`src/hw/rtl/rrs_pkg.sv`:
```
// Shared types, constants and the microcode program of the rotating record store.
// Used by the sequencer, the datapath and the top level; depends on nothing else.
package rrs_pkg;

  localparam int unsigned DEF_RECORD_BYTES = 8;
  localparam int unsigned DEF_SLOT_COUNT   = 16;

  localparam int unsigned SLOT_OUT_W = 4;
  localparam int unsigned BYTE_W     = 8;

  localparam logic [BYTE_W-1:0] BYTE_ERASED = 8'hFF;
  localparam logic [BYTE_W-1:0] MARK_MASK   = 8'h7F;

  // Step counter of the microcode sequencer.
  localparam int unsigned STEP_W = 4;
  typedef logic [STEP_W-1:0] step_t;

  localparam step_t ST_IDLE     = 4'd0;
  localparam step_t ST_SCAN_RD  = 4'd1;
  localparam step_t ST_SCAN_CK  = 4'd2;
  localparam step_t ST_SCAN_NX  = 4'd3;
  localparam step_t ST_MISS     = 4'd4;
  localparam step_t ST_NOTFOUND = 4'd5;
  localparam step_t ST_HIT      = 4'd6;
  localparam step_t ST_LOAD     = 4'd7;
  localparam step_t ST_CMP      = 4'd8;
  localparam step_t ST_CMP_END  = 4'd9;
  localparam step_t ST_ERASE    = 4'd10;
  localparam step_t ST_COPY     = 4'd11;
  localparam step_t ST_EMIT     = 4'd12;

  typedef enum logic [1:0] {
    MEM_NONE = 2'd0,
    MEM_RD   = 2'd1,
    MEM_WR   = 2'd2
  } mem_op_e;

  typedef enum logic [1:0] {
    ADDR_CUR       = 2'd0,
    ADDR_SLOT_NEXT = 2'd1,
    ADDR_IDX_NEXT  = 2'd2
  } addr_sel_e;

  typedef enum logic {
    WD_ERASED = 1'b0,
    WD_STAGE  = 1'b1
  } wdata_sel_e;

  typedef enum logic [1:0] {
    EMIT_NONE     = 2'd0,
    EMIT_NOTFOUND = 2'd1,
    EMIT_LOAD     = 2'd2,
    EMIT_SAVE     = 2'd3
  } emit_e;

  typedef enum logic [2:0] {
    C_NEVER     = 3'd0,
    C_ALWAYS    = 3'd1,
    C_MARK_CLR  = 3'd2,
    C_LAST_SLOT = 3'd3,
    C_IS_SAVE   = 3'd4,
    C_LAST_BYTE = 3'd5,
    C_DIFF      = 3'd6
  } cond_e;

  // One control word per step. When the condition (xor cond_inv) holds the
  // sequencer jumps to target, otherwise it holds or steps to the next word.
  typedef struct packed {
    mem_op_e    mem_op;
    addr_sel_e  addr_sel;
    wdata_sel_e wdata_sel;
    logic       slot_inc;
    logic       idx_inc;
    logic       diff_acc;
    emit_e      emit;
    cond_e      cond;
    logic       cond_inv;
    logic       hold;
    step_t      target;
  } ctrl_t;

  typedef struct packed {
    logic go;
    logic mark_clr;
    logic last_slot;
    logic is_save;
    logic last_byte;
    logic diff;
  } stat_t;

  function automatic ctrl_t ucode(step_t pc);
    ctrl_t w;
    w = '0;
    case (pc)
      ST_IDLE: begin
        w.cond   = C_ALWAYS;
        w.target = ST_IDLE;
      end
      ST_SCAN_RD: begin
        w.mem_op = MEM_RD;
      end
      ST_SCAN_CK: begin
        w.cond   = C_MARK_CLR;
        w.target = ST_HIT;
      end
      ST_SCAN_NX: begin
        // Read the next marker while moving on; after the last slot the
        // slot index has wrapped to zero, which is what a miss needs.
        w.mem_op   = MEM_RD;
        w.addr_sel = ADDR_SLOT_NEXT;
        w.slot_inc = 1'b1;
        w.cond     = C_LAST_SLOT;
        w.cond_inv = 1'b1;
        w.target   = ST_SCAN_CK;
      end
      ST_MISS: begin
        w.mem_op = MEM_RD;
        w.cond   = C_IS_SAVE;
        w.target = ST_CMP;
      end
      ST_NOTFOUND: begin
        w.emit   = EMIT_NOTFOUND;
        w.cond   = C_ALWAYS;
        w.target = ST_IDLE;
      end
      ST_HIT: begin
        w.mem_op = MEM_RD;
        w.cond   = C_IS_SAVE;
        w.target = ST_CMP;
      end
      ST_LOAD: begin
        w.mem_op   = MEM_RD;
        w.addr_sel = ADDR_IDX_NEXT;
        w.idx_inc  = 1'b1;
        w.emit     = EMIT_LOAD;
        w.cond     = C_LAST_BYTE;
        w.hold     = 1'b1;
        w.target   = ST_IDLE;
      end
      ST_CMP: begin
        w.mem_op   = MEM_RD;
        w.addr_sel = ADDR_IDX_NEXT;
        w.idx_inc  = 1'b1;
        w.diff_acc = 1'b1;
        w.cond     = C_LAST_BYTE;
        w.hold     = 1'b1;
        w.target   = ST_CMP_END;
      end
      ST_CMP_END: begin
        w.cond     = C_DIFF;
        w.cond_inv = 1'b1;
        w.target   = ST_EMIT;
      end
      ST_ERASE: begin
        w.mem_op    = MEM_WR;
        w.wdata_sel = WD_ERASED;
        w.slot_inc  = 1'b1;
      end
      ST_COPY: begin
        w.mem_op    = MEM_WR;
        w.wdata_sel = WD_STAGE;
        w.idx_inc   = 1'b1;
        w.cond      = C_LAST_BYTE;
        w.hold      = 1'b1;
        w.target    = ST_EMIT;
      end
      ST_EMIT: begin
        w.emit   = EMIT_SAVE;
        w.cond   = C_ALWAYS;
        w.target = ST_IDLE;
      end
      default: begin
        w.cond   = C_ALWAYS;
        w.target = ST_IDLE;
      end
    endcase
    return w;
  endfunction

endpackage

```
`src/hw/rtl/rrs_seq.sv`:
```
// Microcode sequencer: step counter, control store lookup and jump logic.
// Depends on rrs_pkg for the control word, status struct and program.
module rrs_seq
  import rrs_pkg::*;
(
  input  logic  clk_i,
  input  logic  rst_ni,
  input  stat_t stat_i,
  output ctrl_t ctrl_o,
  output logic  busy_o
);

  step_t pc_q, pc_d;
  ctrl_t word;
  logic  cond_hit;
  logic  take;

  assign word   = ucode(pc_q);
  assign ctrl_o = word;
  assign busy_o = (pc_q != ST_IDLE);

  always_comb begin
    case (word.cond)
      C_NEVER:     cond_hit = 1'b0;
      C_ALWAYS:    cond_hit = 1'b1;
      C_MARK_CLR:  cond_hit = stat_i.mark_clr;
      C_LAST_SLOT: cond_hit = stat_i.last_slot;
      C_IS_SAVE:   cond_hit = stat_i.is_save;
      C_LAST_BYTE: cond_hit = stat_i.last_byte;
      C_DIFF:      cond_hit = stat_i.diff;
      default:     cond_hit = 1'b0;
    endcase
  end

  assign take = cond_hit ^ word.cond_inv;

  always_comb begin
    if (pc_q == ST_IDLE) begin
      pc_d = stat_i.go ? ST_SCAN_RD : ST_IDLE;
    end else if (take) begin
      pc_d = word.target;
    end else if (word.hold) begin
      pc_d = pc_q;
    end else begin
      pc_d = pc_q + 1'b1;
    end
  end

  always_ff @(posedge clk_i or negedge rst_ni) begin
    if (!rst_ni) begin
      pc_q <= ST_IDLE;
    end else begin
      pc_q <= pc_d;
    end
  end

endmodule

```
`src/hw/rtl/rrs_datapath.sv`:
```
// Datapath: record memory with per-slot valid bits, staging bytes, slot and
// byte counters, compare flag and result register. Depends on rrs_pkg.
module rrs_datapath
  import rrs_pkg::*;
#(
  parameter int unsigned RECORD_BYTES = DEF_RECORD_BYTES,
  parameter int unsigned SLOT_COUNT   = DEF_SLOT_COUNT
) (
  input  logic                  clk_i,
  input  logic                  rst_ni,
  input  logic                  accept_i,
  input  logic                  kind_i,
  input  logic [BYTE_W-1:0]     data_i,
  input  ctrl_t                 ctrl_i,
  output stat_t                 stat_o,
  output logic                  res_valid_o,
  output logic                  answer_kind_o,
  output logic                  found_o,
  output logic [BYTE_W-1:0]     byte_out_o,
  output logic                  written_o,
  output logic [SLOT_OUT_W-1:0] slot_o,
  output logic                  final_res_o
);

  localparam int unsigned SlotW    = $clog2(SLOT_COUNT);
  localparam int unsigned IdxW     = $clog2(RECORD_BYTES);
  localparam int unsigned MemDepth = RECORD_BYTES * SLOT_COUNT;
  localparam int unsigned AddrW    = $clog2(MemDepth);
  localparam logic [SlotW-1:0] LastSlot = SlotW'(SLOT_COUNT - 1);
  localparam logic [IdxW-1:0]  LastIdx  = IdxW'(RECORD_BYTES - 1);

  logic [BYTE_W-1:0] mem [MemDepth];
  logic [BYTE_W-1:0] stage_q [RECORD_BYTES];
  logic [SLOT_COUNT-1:0] vld_q;

  logic [IdxW-1:0]   cnt_q;
  logic [SlotW-1:0]  slot_q, slot_nx, a_slot;
  logic [IdxW-1:0]   idx_q, idx_nx, a_idx;
  logic              is_save_q;
  logic              diff_q;
  logic [BYTE_W-1:0] rd_q;
  logic              rd_vld_q;
  logic              out_vld_q;

  logic              go;
  logic              first;
  logic [AddrW-1:0]  addr;
  logic [BYTE_W-1:0] rd_eff, rd_m, st_m, wdata;

  assign go      = accept_i && (kind_i || (cnt_q == LastIdx));
  assign slot_nx = (slot_q == LastSlot) ? '0 : slot_q + 1'b1;
  assign idx_nx  = (idx_q == LastIdx) ? '0 : idx_q + 1'b1;
  assign first   = (idx_q == '0);

  always_comb begin
    case (ctrl_i.addr_sel)
      ADDR_CUR: begin
        a_slot = slot_q;
        a_idx  = idx_q;
      end
      ADDR_SLOT_NEXT: begin
        a_slot = slot_nx;
        a_idx  = idx_q;
      end
      ADDR_IDX_NEXT: begin
        a_slot = slot_q;
        a_idx  = idx_nx;
      end
      default: begin
        a_slot = slot_q;
        a_idx  = idx_q;
      end
    endcase
  end

  assign addr = AddrW'(a_slot) * AddrW'(RECORD_BYTES) + AddrW'(a_idx);

  // A slot that was never written reads as erased.
  assign rd_eff = rd_vld_q ? rd_q : BYTE_ERASED;
  assign rd_m   = first ? (rd_eff & MARK_MASK) : rd_eff;
  assign st_m   = first ? (stage_q[idx_q] & MARK_MASK) : stage_q[idx_q];
  assign wdata  = (ctrl_i.wdata_sel == WD_STAGE) ? st_m : BYTE_ERASED;

  always_ff @(posedge clk_i) begin
    if (ctrl_i.mem_op == MEM_WR) begin
      mem[addr] <= wdata;
    end
    if (ctrl_i.mem_op == MEM_RD) begin
      rd_q     <= mem[addr];
      rd_vld_q <= vld_q[a_slot];
    end
  end

  always_ff @(posedge clk_i) begin
    if (accept_i && !kind_i) begin
      stage_q[cnt_q] <= data_i;
    end
  end

  always_ff @(posedge clk_i or negedge rst_ni) begin
    if (!rst_ni) begin
      vld_q     <= '0;
      cnt_q     <= '0;
      slot_q    <= '0;
      idx_q     <= '0;
      is_save_q <= 1'b0;
      diff_q    <= 1'b0;
      out_vld_q <= 1'b0;
    end else begin
      if ((ctrl_i.mem_op == MEM_WR) && (ctrl_i.wdata_sel == WD_STAGE)) begin
        vld_q[a_slot] <= 1'b1;
      end
      if (accept_i && !kind_i) begin
        cnt_q <= (cnt_q == LastIdx) ? '0 : cnt_q + 1'b1;
      end
      if (go) begin
        is_save_q <= !kind_i;
        slot_q    <= '0;
        idx_q     <= '0;
        diff_q    <= 1'b0;
      end else begin
        if (ctrl_i.slot_inc) begin
          slot_q <= slot_nx;
        end
        if (ctrl_i.idx_inc) begin
          idx_q <= idx_nx;
        end
        if (ctrl_i.diff_acc && (rd_m != st_m)) begin
          diff_q <= 1'b1;
        end
      end
      out_vld_q <= (ctrl_i.emit != EMIT_NONE);
    end
  end

  always_ff @(posedge clk_i) begin
    case (ctrl_i.emit)
      EMIT_NOTFOUND: begin
        answer_kind_o <= 1'b1;
        found_o       <= 1'b0;
        byte_out_o    <= '0;
        written_o     <= 1'b0;
        slot_o        <= '0;
        final_res_o   <= 1'b1;
      end
      EMIT_LOAD: begin
        answer_kind_o <= 1'b1;
        found_o       <= 1'b1;
        byte_out_o    <= rd_m;
        written_o     <= 1'b0;
        slot_o        <= SLOT_OUT_W'(slot_q);
        final_res_o   <= (idx_q == LastIdx);
      end
      EMIT_SAVE: begin
        answer_kind_o <= 1'b0;
        found_o       <= 1'b0;
        byte_out_o    <= '0;
        written_o     <= diff_q;
        slot_o        <= SLOT_OUT_W'(slot_q);
        final_res_o   <= 1'b1;
      end
      default: begin
      end
    endcase
  end

  assign res_valid_o = out_vld_q;

  assign stat_o.go        = go;
  assign stat_o.mark_clr  = !rd_eff[BYTE_W-1];
  assign stat_o.last_slot = (slot_q == LastSlot);
  assign stat_o.is_save   = is_save_q;
  assign stat_o.last_byte = (idx_q == LastIdx);
  assign stat_o.diff      = diff_q;

endmodule

```
`src/hw/rtl/rotating_record_store_unit.sv`:
```
// Top level of the rotating record store: microcode sequencer plus datapath.
// Depends on rrs_pkg, rrs_seq and rrs_datapath.
//
//  channel  | signals                                     | direction | flow control
//  ---------+---------------------------------------------+-----------+----------------------
//  request  | start, kind_i, data_i                       | in        | taken when !busy
//  result   | res_valid_o, answer_kind_o, found_o,        | out       | one-cycle strobe,
//           | byte_out_o, written_o, slot_o, final_res_o  |           | cannot be held off
//
// A save byte that is not the last is only staged and leaves the block idle. In a load
// or a completing save the marker scan runs a check step and a next step per slot,
// and every record byte passes the single memory port once per pass.
// After reset all slots read as erased through per-slot valid bits; no clearing pass.
// Results leave through a register, so the last strobe overlaps the first idle cycle.
module rotating_record_store_unit
  import rrs_pkg::*;
#(
  parameter int unsigned RECORD_BYTES = DEF_RECORD_BYTES,
  parameter int unsigned SLOT_COUNT   = DEF_SLOT_COUNT
) (
  input  logic                  clk_i,
  input  logic                  rst_ni,
  input  logic                  start,
  output logic                  busy,
  input  logic                  kind_i,
  input  logic [BYTE_W-1:0]     data_i,
  output logic                  res_valid_o,
  output logic                  answer_kind_o,
  output logic                  found_o,
  output logic [BYTE_W-1:0]     byte_out_o,
  output logic                  written_o,
  output logic [SLOT_OUT_W-1:0] slot_o,
  output logic                  final_res_o
);

  ctrl_t ctrl;
  stat_t stat;
  logic  accept;

  assign accept = start && !busy;

  rrs_seq u_seq (
    .clk_i  (clk_i),
    .rst_ni (rst_ni),
    .stat_i (stat),
    .ctrl_o (ctrl),
    .busy_o (busy)
  );

  rrs_datapath #(
    .RECORD_BYTES (RECORD_BYTES),
    .SLOT_COUNT   (SLOT_COUNT)
  ) u_dp (
    .clk_i         (clk_i),
    .rst_ni        (rst_ni),
    .accept_i      (accept),
    .kind_i        (kind_i),
    .data_i        (data_i),
    .ctrl_i        (ctrl),
    .stat_o        (stat),
    .res_valid_o   (res_valid_o),
    .answer_kind_o (answer_kind_o),
    .found_o       (found_o),
    .byte_out_o    (byte_out_o),
    .written_o     (written_o),
    .slot_o        (slot_o),
    .final_res_o   (final_res_o)
  );

endmodule

```
`config.mk`:
```
export PLATFORM = sky130hd
export DESIGN_NAME = rotating_record_store_unit
export DESIGN_NICKNAME = d
export VERILOG_FILES = /design/src/hw/rtl/rrs_pkg.sv /design/src/hw/rtl/rrs_seq.sv /design/src/hw/rtl/rrs_datapath.sv /design/src/hw/rtl/rotating_record_store_unit.sv
export SDC_FILE = /design/constraint.sdc
export NUM_CORES = 1
export LEC_CHECK = 0
export BUFFER_PORTS_ARGS = -buffer_cell sky130_fd_sc_hd__buf_2
export CORE_UTILIZATION = 25
export DETAILED_ROUTE_END_ITERATION = 6
export PLACE_DENSITY = 0.39
export SYNTH_ARGS = -nofsm -noshare
export SYNTH_HDL_FRONTEND = slang
export SYNTH_HIERARCHICAL = 1
export SYNTH_SLANG_ARGS = --single-unit
```
`constraint.sdc`:
```
create_clock -name clk_i -period 3.77 [get_ports clk_i]
set_input_delay 0.377 -clock clk_i [delete_from_list [all_inputs] [get_ports clk_i]]
set_output_delay 0.377 -clock clk_i [all_outputs]
set_load 0.1 [all_outputs]
```
After elaboration in Yosys (flattened, before gate mapping)
Memory sizes are Yosys's and may differ from the RTL's. A register that Yosys moved wholly into a read port is not among the register bits. Cells that the tools add are included.

Flip-flop bits (word level): 50. Latch bits: 0. RAM bits: 1088. Bits in read-only memories: 0. Input bits: 12. Output and inout bits: 18. Word-level logic and storage cells: 132. Memories: 2.

$add $sub $neg: 5. Multipliers: 0. Div/mod/pow operators: 0. Magnitude comparators: 2. Equal/unequal tests: 30. Shifts and indexed selects: 0. Multiplexer cells: 44. Bitwise logic cells: 2. Reduce and logical (&&, ||, !) cells: 32.

Memories: u_dp.mem (words 128, bits a word 8, rd ports 1, clocked after memory_dff 1, write ports 1, line rrs_datapath.sv:32) `logic [BYTE_W-1:0] mem [MemDepth];`; u_dp.stage_q (words 8, bits a word 8, rd ports 1, clocked after memory_dff 0, write ports 1, line rrs_datapath.sv:33) `logic [BYTE_W-1:0] stage_q [RECORD_BYTES];`.

Operators with widths (count): $mux 8 (4); $mux 4 (7); $eq 4x4->1 const B (6); $pmux 4 s5 (1); $reduce_or 2->1 (10); $pmux 3 s6 (1); $eq 4x3->1 const B (4); $or 16x16->16 (1); $pmux 8 s2 (1); $eq 3x3->1 const B (5); $mux 3 (5); $mux 1 (14); $reduce_bool 2->1 (7); $add 4x1->4 const B (2); $eq 2x2->1 const B (4); $eq 4x2->1 const B (2); $ne 8x8->1 (1); $pmux 1 s2 (4); $pmux 2 s2 (2); $pmux 4 s2 (1); $add 7x3->7 (1); $add 3x1->3 const B (2); $eq 2x1->1 const B (3); $eq 3x2->1 const B (2); other kinds (18) (25).

Depth between registers and ports, before layout
Gate-level depths: netlist of the first run.

Depth after elaboration: 10. Gate-level depth with buffers: 18. Mapped depth without buffers: 12.

Hierarchy
The synthesis of the first run kept the hierarchy.

Modules (own cells, without submodules): rrs_datapath (instances 1, cells each 2697, area each 44798.0 um2, seq. area each 34147.8 um2); rrs_seq (instances 1, cells each 104, area each 764.5 um2, seq. area each 100.1 um2); rotating_record_store_unit (instances 1, cells each 1, area each 13.8 um2, seq. area each 0.0 um2).

Worst setup path after synthesis of the first run
OpenSTA, ideal clock, no wires.

Path type: register -> register. Start: register u_seq.pc_q[0]. End: memory u_dp.mem[101][0] (enable). Data arrival time: 3.265 ns. Slack: 0.133 ns. Cell stages (with the launch flop): 14. Period minus slack after synthesis: 3.637 ns. Cells stage by stage: dfrtp_1 > inv_1 > ha_1 > buf_2 > inv_1 > o22ai_1 > and3b_1 > a21o_1 > buf_2 > buf_2 > buf_1 > nand3_1 > clkbuf_1 > nor2_1.

RTL lines: start, declared (line rrs_seq.sv:13) `step_t pc_q, pc_d;`; start signal, assigned (line rrs_seq.sv:53) `pc_q <= pc_d;`; end, declared (line rrs_datapath.sv:32).

==> flow_summary.ini, run 1 <==
[run_status]
status = complete, but fails checks
violations = negative setup slack

[hold_path]
hp-class = in2reg

[timing]
hold_slack_ns = 0.271
period_minus_slack_ns = 3.84
clock_skew_ns = 0.0315
setup_viol = 3
max_freq_ghz = 0.260
period_share_pct = 102
tns_ns = -0.122
worst_pin_slew_ns = 1.03
hold_viol_final = 0
rsz0062_at_grt = yes
maxSlewViolCount = 0
fin_ws_ns = -0.0694
slew_headroom_pct = 31.6

[route]
wirelength_um = 144000
detail_route.wl_per_cell_um = 25.1
antenna_left = 0
first_pass_iters = 6
drt_iter0_markers = 2507
drc_errors = 0
vias = 26982
viasPerCell = 4.69

[critical_path]
crit_path_frequent_cell = buf_4
worst_path_max_delay_cell = a222oi_1
r2r_cells = 16
arrival_ns = 4.34
reg2reg_slack_ns = -0.07
crit_end = u_dp/rd_q[5]$_DFFE_PN_
worstSetupStartpointType = register
reg2reg_from = u_seq/pc_q[1]$_DFFE_PN0P_
worst-path-stages = 16
worstSetupStartpoint = u_seq/pc_q[1]$_DFFE_PN0P_
end_kind = register
critical-path-max-stage-delay_ns = 0.63
cp_cell_sequence = inv_2 > ha_4 > inv_2 > o22ai_2 > buf_6 > nand2b_4 > buf_12 > buf_4 > a32o_4 > a222oi_1 > buf_4 > o221ai_4 > a21oi_4 > o211ai_1 > buf_4 > a32o_1
worstPathMaxFanout = 6
worstReg2RegEnd = u_dp/rd_q[5]$_DFFE_PN_
worst-path-buf-inv = 7
crit_family = compound AO/OA/AOI/OAI gates
critPathKind = reg2reg
cp_data_required_time_ns = 4.27

[global_route]
grt_pass1_vias = 27064
antenna_found_initial = 3
grt_max_degree = 129
use_met1_pct = 20.9
use_met3_pct = 2.84
grt_pass1_wl_um = 200000
met2_usage_pct = 23.8
top_usage_layer = met2
grtUsageTotal_pct = 15.1
grt.overflow.total = 0

[die]
die_x_um = 429
coreArea_um2 = 181000
pin_count = 30
die_h_um = 429
die_area_um2 = 184000
start_util_pct = 25.2
row_count = 156

[clock_network]
htreeDepth = 4
clock-sinks = 1146
cts_tree = yes
clk-insertion-delay-late_ns = 0.76
numCtsBuffers = 130
cts-root-buf = clkbuf_16
path_clk_slew_ns = 0.06
max-clock-path-buffers = 3

[synth]
yosys_warnings = 6
syn_area_per_cell_um2 = 16.3
syn_inst = 2800
synth_area_um2 = 45600
synth_fp_nets = 2822

[pwr]
power.leakage_uw = 0.0220
internal-power_uw = 24700
p_comb_share_pct = 22.9
vdd.ir_drop.worst_v = 0.000376
power.share.clock_pct = 35.9
powerDensity_nw_per_um2 = 606
p_sw_uw = 10100
switching_share_pct = 28.9
seq_power_share_pct = 41.2

[cells_and_area]
drive_gt1_share_pct = 25.3
finalNetCount = 3298
syn_to_final_growth_pct = 25.9
fin_cells = 5749

[run]
maxCapViolCount = 0

[placed_design]
gp_congestion = 0.790
pre_cts_slack_ns = -0.662
numPortBuffers = 29
dp.cells = 5460
dp_hpwl_um = 89200
==> timing repair <==
action / in CTS / in global routing
cloned: 0 / 9
pin swaps: 13 / 33
resized for setup: 64 / 90
hold buffers: 11 / 0
setup endpoints to repair: 112 / 417
endpoints found under the hold margin: 99 / 0
buffers inserted: 9 / 26
==> cells in the final DEF, fill, tap and decap left out, drive strengths merged, types with 17 or more instances in the layout <==
| cell type | instances |
|---|---|
| mux2 | 21 |
| nand3 | 22 |
| clkbuf | 175 |
| o22ai | 103 |
| nand2 | 197 |
| a31oi | 22 |
| a22o | 25 |
| a22oi | 51 |
| a21oi | 92 |
| mux2i | 317 |
| buf | 505 |
| dfrtp | 33 |
| o21bai | 17 |
| o21ai | 67 |
| clkinv | 44 |
| a221o | 31 |
| inv | 21 |
| o221ai | 18 |
| edfxtp | 1113 |
| nor3 | 70 |
| or4 | 17 |
| nor2 | 175 |
==> per-layer routing <==
metal,wire (um),up-vias
met5,0,-
met1,66300,13973
met2,65800,753
met3,7950,172
li1,-,12084
met4,4010,0
==> state kept, by name, indices dropped and copies added, names as in the netlist <==
| register | count |
|---|---|
| u_dp/mem | 1024 |
| u_dp/stage_q | 64 |
| u_dp/vld_q | 16 |
| u_dp/byte_out_o | 8 |
| u_dp/rd_q | 8 |
| u_dp/slot_o | 4 |
| u_dp/slot_q | 4 |
| u_seq/pc_q | 4 |
| u_dp/cnt_q | 3 |
| u_dp/idx_q | 3 |
| u_dp/answer_kind_o | 1 |
| u_dp/diff_q | 1 |
| u_dp/final_res_o | 1 |
| u_dp/found_o | 1 |
| u_dp/is_save_q | 1 |
| u_dp/rd_vld_q | 1 |
| u_dp/res_valid_o | 1 |
| u_dp/written_o | 1 |
==> power groups by stage <==
| stage | combinational [uW] | sequential, uW | clock (uW) |
|---|---|---|---|
| finish | 7960 | 14300 | 12500 |
| global route | 8360 | 14300 | 13300 |
| CTS | 7330 | 14300 | 12800 |
| floorplan | 4080 | 14600 | 0 |
| global placement | 7030 | 14600 | 0 |
| detailed placement | 7060 | 14600 | 0 |
==> how the worst min path moves through the flow <==
stage                                          start                         end  cells after the start
after floorplan                               rst_ni   u_dp/cnt_q[0]$_DFFE_PN0P_                      0
after detailed placement  u_dp/vld_q[14]$_DFFE_PN0P_  u_dp/vld_q[14]$_DFFE_PN0P_                      1
final                                          start   u_dp/cnt_q[2]$_DFFE_PN0P_                      4
after global routing                           start   u_dp/cnt_q[2]$_DFFE_PN0P_                      4
after global placement     u_dp/vld_q[9]$_DFFE_PN0P_   u_dp/vld_q[9]$_DFFE_PN0P_                      1
after CTS                                      start   u_dp/cnt_q[2]$_DFFE_PN0P_                      4
==> layout make-up <==
| class | instances | area [um^2] |
|---|---|---|
| Fill cell | 17501 | 124000 |
| Sequential cell | 1146 | 34200 |
| Multi-Input combinational cell | 1459 | 11100 |
| Timing Repair Buffer | 522 | 4750 |
| Clock buffer | 169 | 3510 |
| Tap cell | 2370 | 2970 |
| Clock inverter | 64 | 699 |
| Inverter | 17 | 63.8 |
| Antenna cell | 2 | 5.00 |
==> metrics by stage <==
stage                     util, %  cell area (um^2)  total power, uW
after floorplan                 -             45600            18700
after global placement       28.6             51800            21600
after detailed placement     28.6             51800            21600
after CTS                    31.2             56500            34500
after global routing         31.7             57400            35900
final                        31.7             57400            34800
==> worst reg2reg max path, stage by stage (launching register included) <==
cell      delay (ns)
dfrtp_1         0.43
inv_2           0.11
ha_4            0.14
inv_2           0.04
o22ai_2         0.17
buf_6           0.14
nand2b_4        0.09
buf_12          0.14
buf_4           0.17
a32o_4          0.40
a222oi_1        0.65
buf_4           0.24
o221ai_4        0.11
a21oi_4         0.23
o211ai_1        0.11
buf_4           0.19
a32o_1          0.23
Note: power is estimated with default switching activity, not from simulation.
==> run 2, diff against run 1 <==
Settings changed: CORE_MARGIN set to 5.
==> flow_summary.ini, run 2 (same netlist as run 1, synthesis figures left out) <==
[timing]
period_minus_slack_ns = 3.80
period_share_pct = 101
rsz0062_at_grt = yes
slew_headroom_pct = 34.1
clock_skew_ns = 0.0362
hold_slack_ns = 0.277
hold_viol_final = 0
max_freq_ghz = 0.263
setup_viol = 17
worst_pin_slew_ns = 0.989
maxSlewViolCount = 0
tns_ns = -0.274
fin_ws_ns = -0.0266

[critical_path]
arrival_ns = 4.30
worstSetupStartpointType = register
cp_data_required_time_ns = 4.27
r2r_cells = 18
end_kind = register
worstPathMaxFanout = 7
critPathKind = reg2reg

[global_route]
grt_pass1_vias = 27997
grtUsageTotal_pct = 14.7
antenna_found_initial = 5
grt_pass1_wl_um = 205000
grt_max_degree = 129
grt.overflow.total = 0

[placed_design]
numPortBuffers = 29
dp.cells = 5491
postPlaceCellArea_um2 = 52000
gp_congestion = 0.786
dp_hpwl_um = 93600

[cells_and_area]
layout_commonest_cell = edfxtp_1
drive_gt1_share_pct = 26.5
finalNetCount = 3311
fin_cells = 5766
top_regs = u_dp/mem x1024, u_dp/stage_q x64, u_dp/vld_q x16
regArea_um2 = 34200
final_util_pct = 31.8
largest_register_ffs = 1024
syn_to_final_growth_pct = 26.1
fill_cells = 17627
multiInputGateArea_um2 = 11100
final_area_um2 = 57400
final_cell_mix = edfxtp_1 (1113), buf_4 (413), mux2i_1 (296), nand2_1 (187), nor2_1 (168)
largest_register = u_dp/mem

[die]
start_util_pct = 25.2
die_h_um = 437
die_area_um2 = 191000
die_x_um = 437
pin_count = 30
row_count = 156
coreArea_um2 = 181000

[clock_network]
clk-insertion-delay-late_ns = 0.76
cts_tree = yes
path_clk_slew_ns = 0.07
cts-root-buf = clkbuf_16
max-clock-path-buffers = 3
htreeDepth = 4
clock-sinks = 1146
numCtsBuffers = 132

[pwr]
vdd.ir_drop.worst_v = 0.000450
power.leakage_uw = 0.0220
powerDensity_nw_per_um2 = 607

[route]
vias = 26929
wirelength_um = 144000
first_pass_iters = 5
viasPerCell = 4.67
drt_iter0_markers = 2238
detail_route.wl_per_cell_um = 24.9
drc_errors = 0
antenna_left = 0

[hold_path]
hp-class = in2reg
hold_path_depth = 5

[run]
maxCapViolCount = 0

[run_status]
status = complete, but fails checks
violations = negative setup slack
==> run 2: what timing repair did <==
item	CTS	global route
hold buffers	11	0
resized for setup	92	91
cloned	2	1
endpoints found under the setup margin	278	186
pin swaps	23	40
setup buffers	18	7
endpoints found under the hold margin	98	0
==> run 2: path summary, 6_finish.rpt <==
check / from / end / slack (ns)
setup / recovery: u_seq/pc_q[0]$_DFFE_PN0P_ / u_dp/rd_q[3]$_DFFE_PN_ / -0.03
max in group asynchronous: rst_ni / u_dp/vld_q[5]$_DFFE_PN0P_ / 2.81
hold / removal: start / u_dp/cnt_q[0]$_DFFE_PN0P_ / 0.28
setup reg to reg: u_seq/pc_q[0]$_DFFE_PN0P_ / u_dp/rd_q[3]$_DFFE_PN_ / -0.03
hold reg to reg: u_dp/vld_q[8]$_DFFE_PN0P_ / u_dp/vld_q[8]$_DFFE_PN0P_ / 0.48
min in group asynchronous: rst_ni / u_seq/pc_q[0]$_DFFE_PN0P_ / 0.32
==> run 2: layout make-up <==
cell class,count,share of cell area (%)
antenna,1,0.00436
clock buffer,168,6.11
clock inverter,72,1.23
inverter,17,0.111
multi-input combinational,1457,19.4
sequential,1146,59.6
tap,2370,5.16
timing repair buffer,535,8.37
==> run 2: through the flow <==
step	setup slack, ns	total power, uW
after CTS	-0.0147	34900
after global placement	-0.571	21900
after global routing	-0.140	36200
final	-0.0266	34900
after floorplan	0.145	18700
after detailed placement	-0.531	21900
==> run 2: power by group <==
group	switching [uW]	leakage (uW)	internal [uW]
Clock	5130	0.00207	7370
Sequential	214	0.0133	14100
Combinational	4770	0.00666	3350
Total	10100	0.0220	24800
==> run 2: per-layer routing <==
metal / up-vias / track usage (%) / wire [um]
met2: 705 / 24.1 / 68000
li1: 12095 / - / -
met1: 13921 / 20.1 / 64900
met4: 2 / 4.13 / 3410
met5: - / 0 / 13
met3: 206 / 2.76 / 7400
==> run 2: critical path, cell delays in order, from the launching register on <==
cell	delay, ns
dfrtp_1	0.40
ha_2	0.23
buf_6	0.11
nand2b_4	0.06
o22ai_4	0.23
nand2b_4	0.12
buf_12	0.14
mux2i_4	0.19
buf_12	0.15
buf_12	0.14
buf_12	0.12
buf_8	0.12
mux2i_4	0.23
o22ai_2	0.11
or4_4	0.49
a22oi_2	0.23
buf_6	0.16
a31oi_4	0.08
a31o_1	0.19
==> run 3, diff against run 2 <==
Settings changed: PLACE_DENSITY 0.39 to 0.51, TNS_END_PERCENT set to 10.
==> flow_summary.ini, run 3 (same netlist as run 1, synthesis figures left out) <==
[die]
pin_count = 30
die_area_um2 = 191000
die_h_um = 437
coreArea_um2 = 181000
row_count = 156
start_util_pct = 25.2
die_x_um = 437

[pwr]
power.leakage_uw = 0.0212
powerDensity_nw_per_um2 = 591
vdd.ir_drop.worst_v = 0.000408

[run_status]
violations = negative setup slack
status = complete, but fails checks

[clock_network]
cts_tree = yes
htreeDepth = 3
clk-insertion-delay-late_ns = 0.74
max-clock-path-buffers = 3
path_clk_slew_ns = 0.06
cts-root-buf = clkbuf_16
numCtsBuffers = 117
clock-sinks = 1146

[global_route]
top_usage_layer = met2
use_met1_pct = 17.8
grtUsageTotal_pct = 13.0
grt.overflow.total = 0
grt_pass1_vias = 26242
use_met3_pct = 2.31
grt_pass1_wl_um = 186000
grt_max_degree = 129
met2_usage_pct = 21.0
antenna_found_initial = 1

[timing]
worst_pin_slew_ns = 1.19
period_share_pct = 101
slew_headroom_pct = 20.5
period_minus_slack_ns = 3.80
hold_viol_final = 0
setup_viol = 1
maxSlewViolCount = 0
rsz0062_at_grt = yes
clock_skew_ns = 0.0269
max_freq_ghz = 0.263
fin_ws_ns = -0.0308
hold_slack_ns = 0.342

[cells_and_area]
largest_register = u_dp/mem
finalNetCount = 3198
final_cell_mix = edfxtp_1 (1113), buf_4 (344), mux2i_1 (313), nand2_1 (188), nor2_1 (162)
drive_gt1_share_pct = 21.5
antenna_cells = 0
fill_cells = 17649
largest_register_ffs = 1024
multiInputGateArea_um2 = 10600
layout_commonest_cell = edfxtp_1
final_area_um2 = 55600
top_regs = u_dp/mem x1024, u_dp/stage_q x64, u_dp/vld_q x16
syn_to_final_growth_pct = 22.0
regArea_um2 = 34200

[critical_path]
critPathKind = reg2reg
end_kind = register
worstSetupStartpointType = register
arrival_ns = 4.28
cp_data_required_time_ns = 4.25
worst_path_max_delay_cell = or4_1
crit_family = compound AO/OA/AOI/OAI gates
worstPathMaxFanout = 32
critical-path-max-stage-delay_ns = 0.46
crit_path_frequent_cell = inv_1
reg2reg_slack_ns = -0.03
worst-path-buf-inv = 6
cp_cell_sequence = inv_1 > ha_1 > inv_1 > o22ai_2 > buf_6 > nand2b_4 > buf_4 > nor2_1 > a31oi_4 > buf_12 > buf_16 > o22ai_1 > or4_1 > o211ai_1 > o311ai_4 > a31o_1

[placed_design]
pre_cts_slack_ns = -0.178
numPortBuffers = 29
postPlaceCellArea_um2 = 51400
dp_hpwl_um = 81400
gp_congestion = 0.824

[route]
vias = 26466
first_pass_iters = 5
wirelength_um = 129000
viasPerCell = 4.69
antenna_left = 0
drt_iter0_markers = 2343
detail_route.wl_per_cell_um = 22.8
drc_errors = 0

[hold_path]
hp-class = in2async

[run]
maxCapViolCount = 0
-- run 3: repair_timing --
item                                    in CTS  in global routing
buffers inserted                             0                 12
hold endpoints to repair                    98                  0
hold buffers                                11                  0
gates cloned                                 0                  2
resized for setup                           16                 32
endpoints found under the setup margin      32                222
pin swaps                                    1                  5
-- run 3: report_power, final --
| group | internal [uW] | total, uW | switching, uW |
|---|---|---|---|
| logic | 2850 | 7260 | 4410 |
| clock network | 6480 | 11400 | 4880 |
| registers | 14000 | 14200 | 194 |
| total | 23400 | 32900 | 9490 |
-- run 3: path summary, 6_finish.rpt --
kind,startpoint,to,depth (start not counted)
max reg2reg,u_seq/pc_q[0]$_DFFE_PN0P_,u_dp/rd_q[2]$_DFFE_PN_,16
max in group asynchronous,rst_ni,u_dp/vld_q[6]$_DFFE_PN0P_,2
max,u_seq/pc_q[0]$_DFFE_PN0P_,u_dp/rd_q[2]$_DFFE_PN_,16
min reg2reg,u_dp/vld_q[0]$_DFFE_PN0P_,u_dp/vld_q[0]$_DFFE_PN0P_,1
min in group clk_i,start,u_dp/slot_q[1]$_DFFE_PN0P_,4
min,rst_ni,u_dp/res_valid_o$_DFF_PN0_,2
-- run 3: metal layers --
metal | vias up | part of all wire [%]
met5 | - | 0
met4 | 0 | 2.7
met3 | 186 | 6.2
met2 | 821 | 47
met1 | 13613 | 44
li1 | 11846 | -
-- run 3: area by class of cell --
| cell class | instances | share of cell area [%] |
|---|---|---|
| sequential | 1146 | 61.6 |
| clock buffer | 140 | 5.46 |
| multi-input combinational | 1456 | 19.1 |
| tap | 2370 | 5.33 |
| clock inverter | 76 | 1.27 |
| timing repair buffer | 438 | 7.06 |
| inverter | 17 | 0.115 |
-- run 3: through the flow --
step / TNS [ns] / total power [uW] / util [%] / instances
2_1_floorplan: 0 / 18700 / - / 2800
3_3_place_gp: -1.59 / 21600 / 28.4 / 5402
3_5_place_dp: -1.44 / 21600 / 28.4 / 5402
4_1_cts: -0.00330 / 33000 / 30.6 / 5629
5_1_grt: -0.359 / 34000 / 30.7 / 5643
6_report: -0.0308 / 32900 / 30.7 / 5643
-- run 3: worst reg2reg max path: stages, from the launching register on --
cell      delay (ns)
dfrtp_1         0.41
inv_1           0.08
ha_1            0.21
inv_1           0.08
o22ai_2         0.09
buf_6           0.13
nand2b_4        0.11
buf_4           0.19
nor2_1          0.09
a31oi_4         0.31
buf_12          0.23
buf_16          0.24
o22ai_1         0.11
or4_1           0.46
o211ai_1        0.30
o311ai_4        0.25
a31o_1          0.26
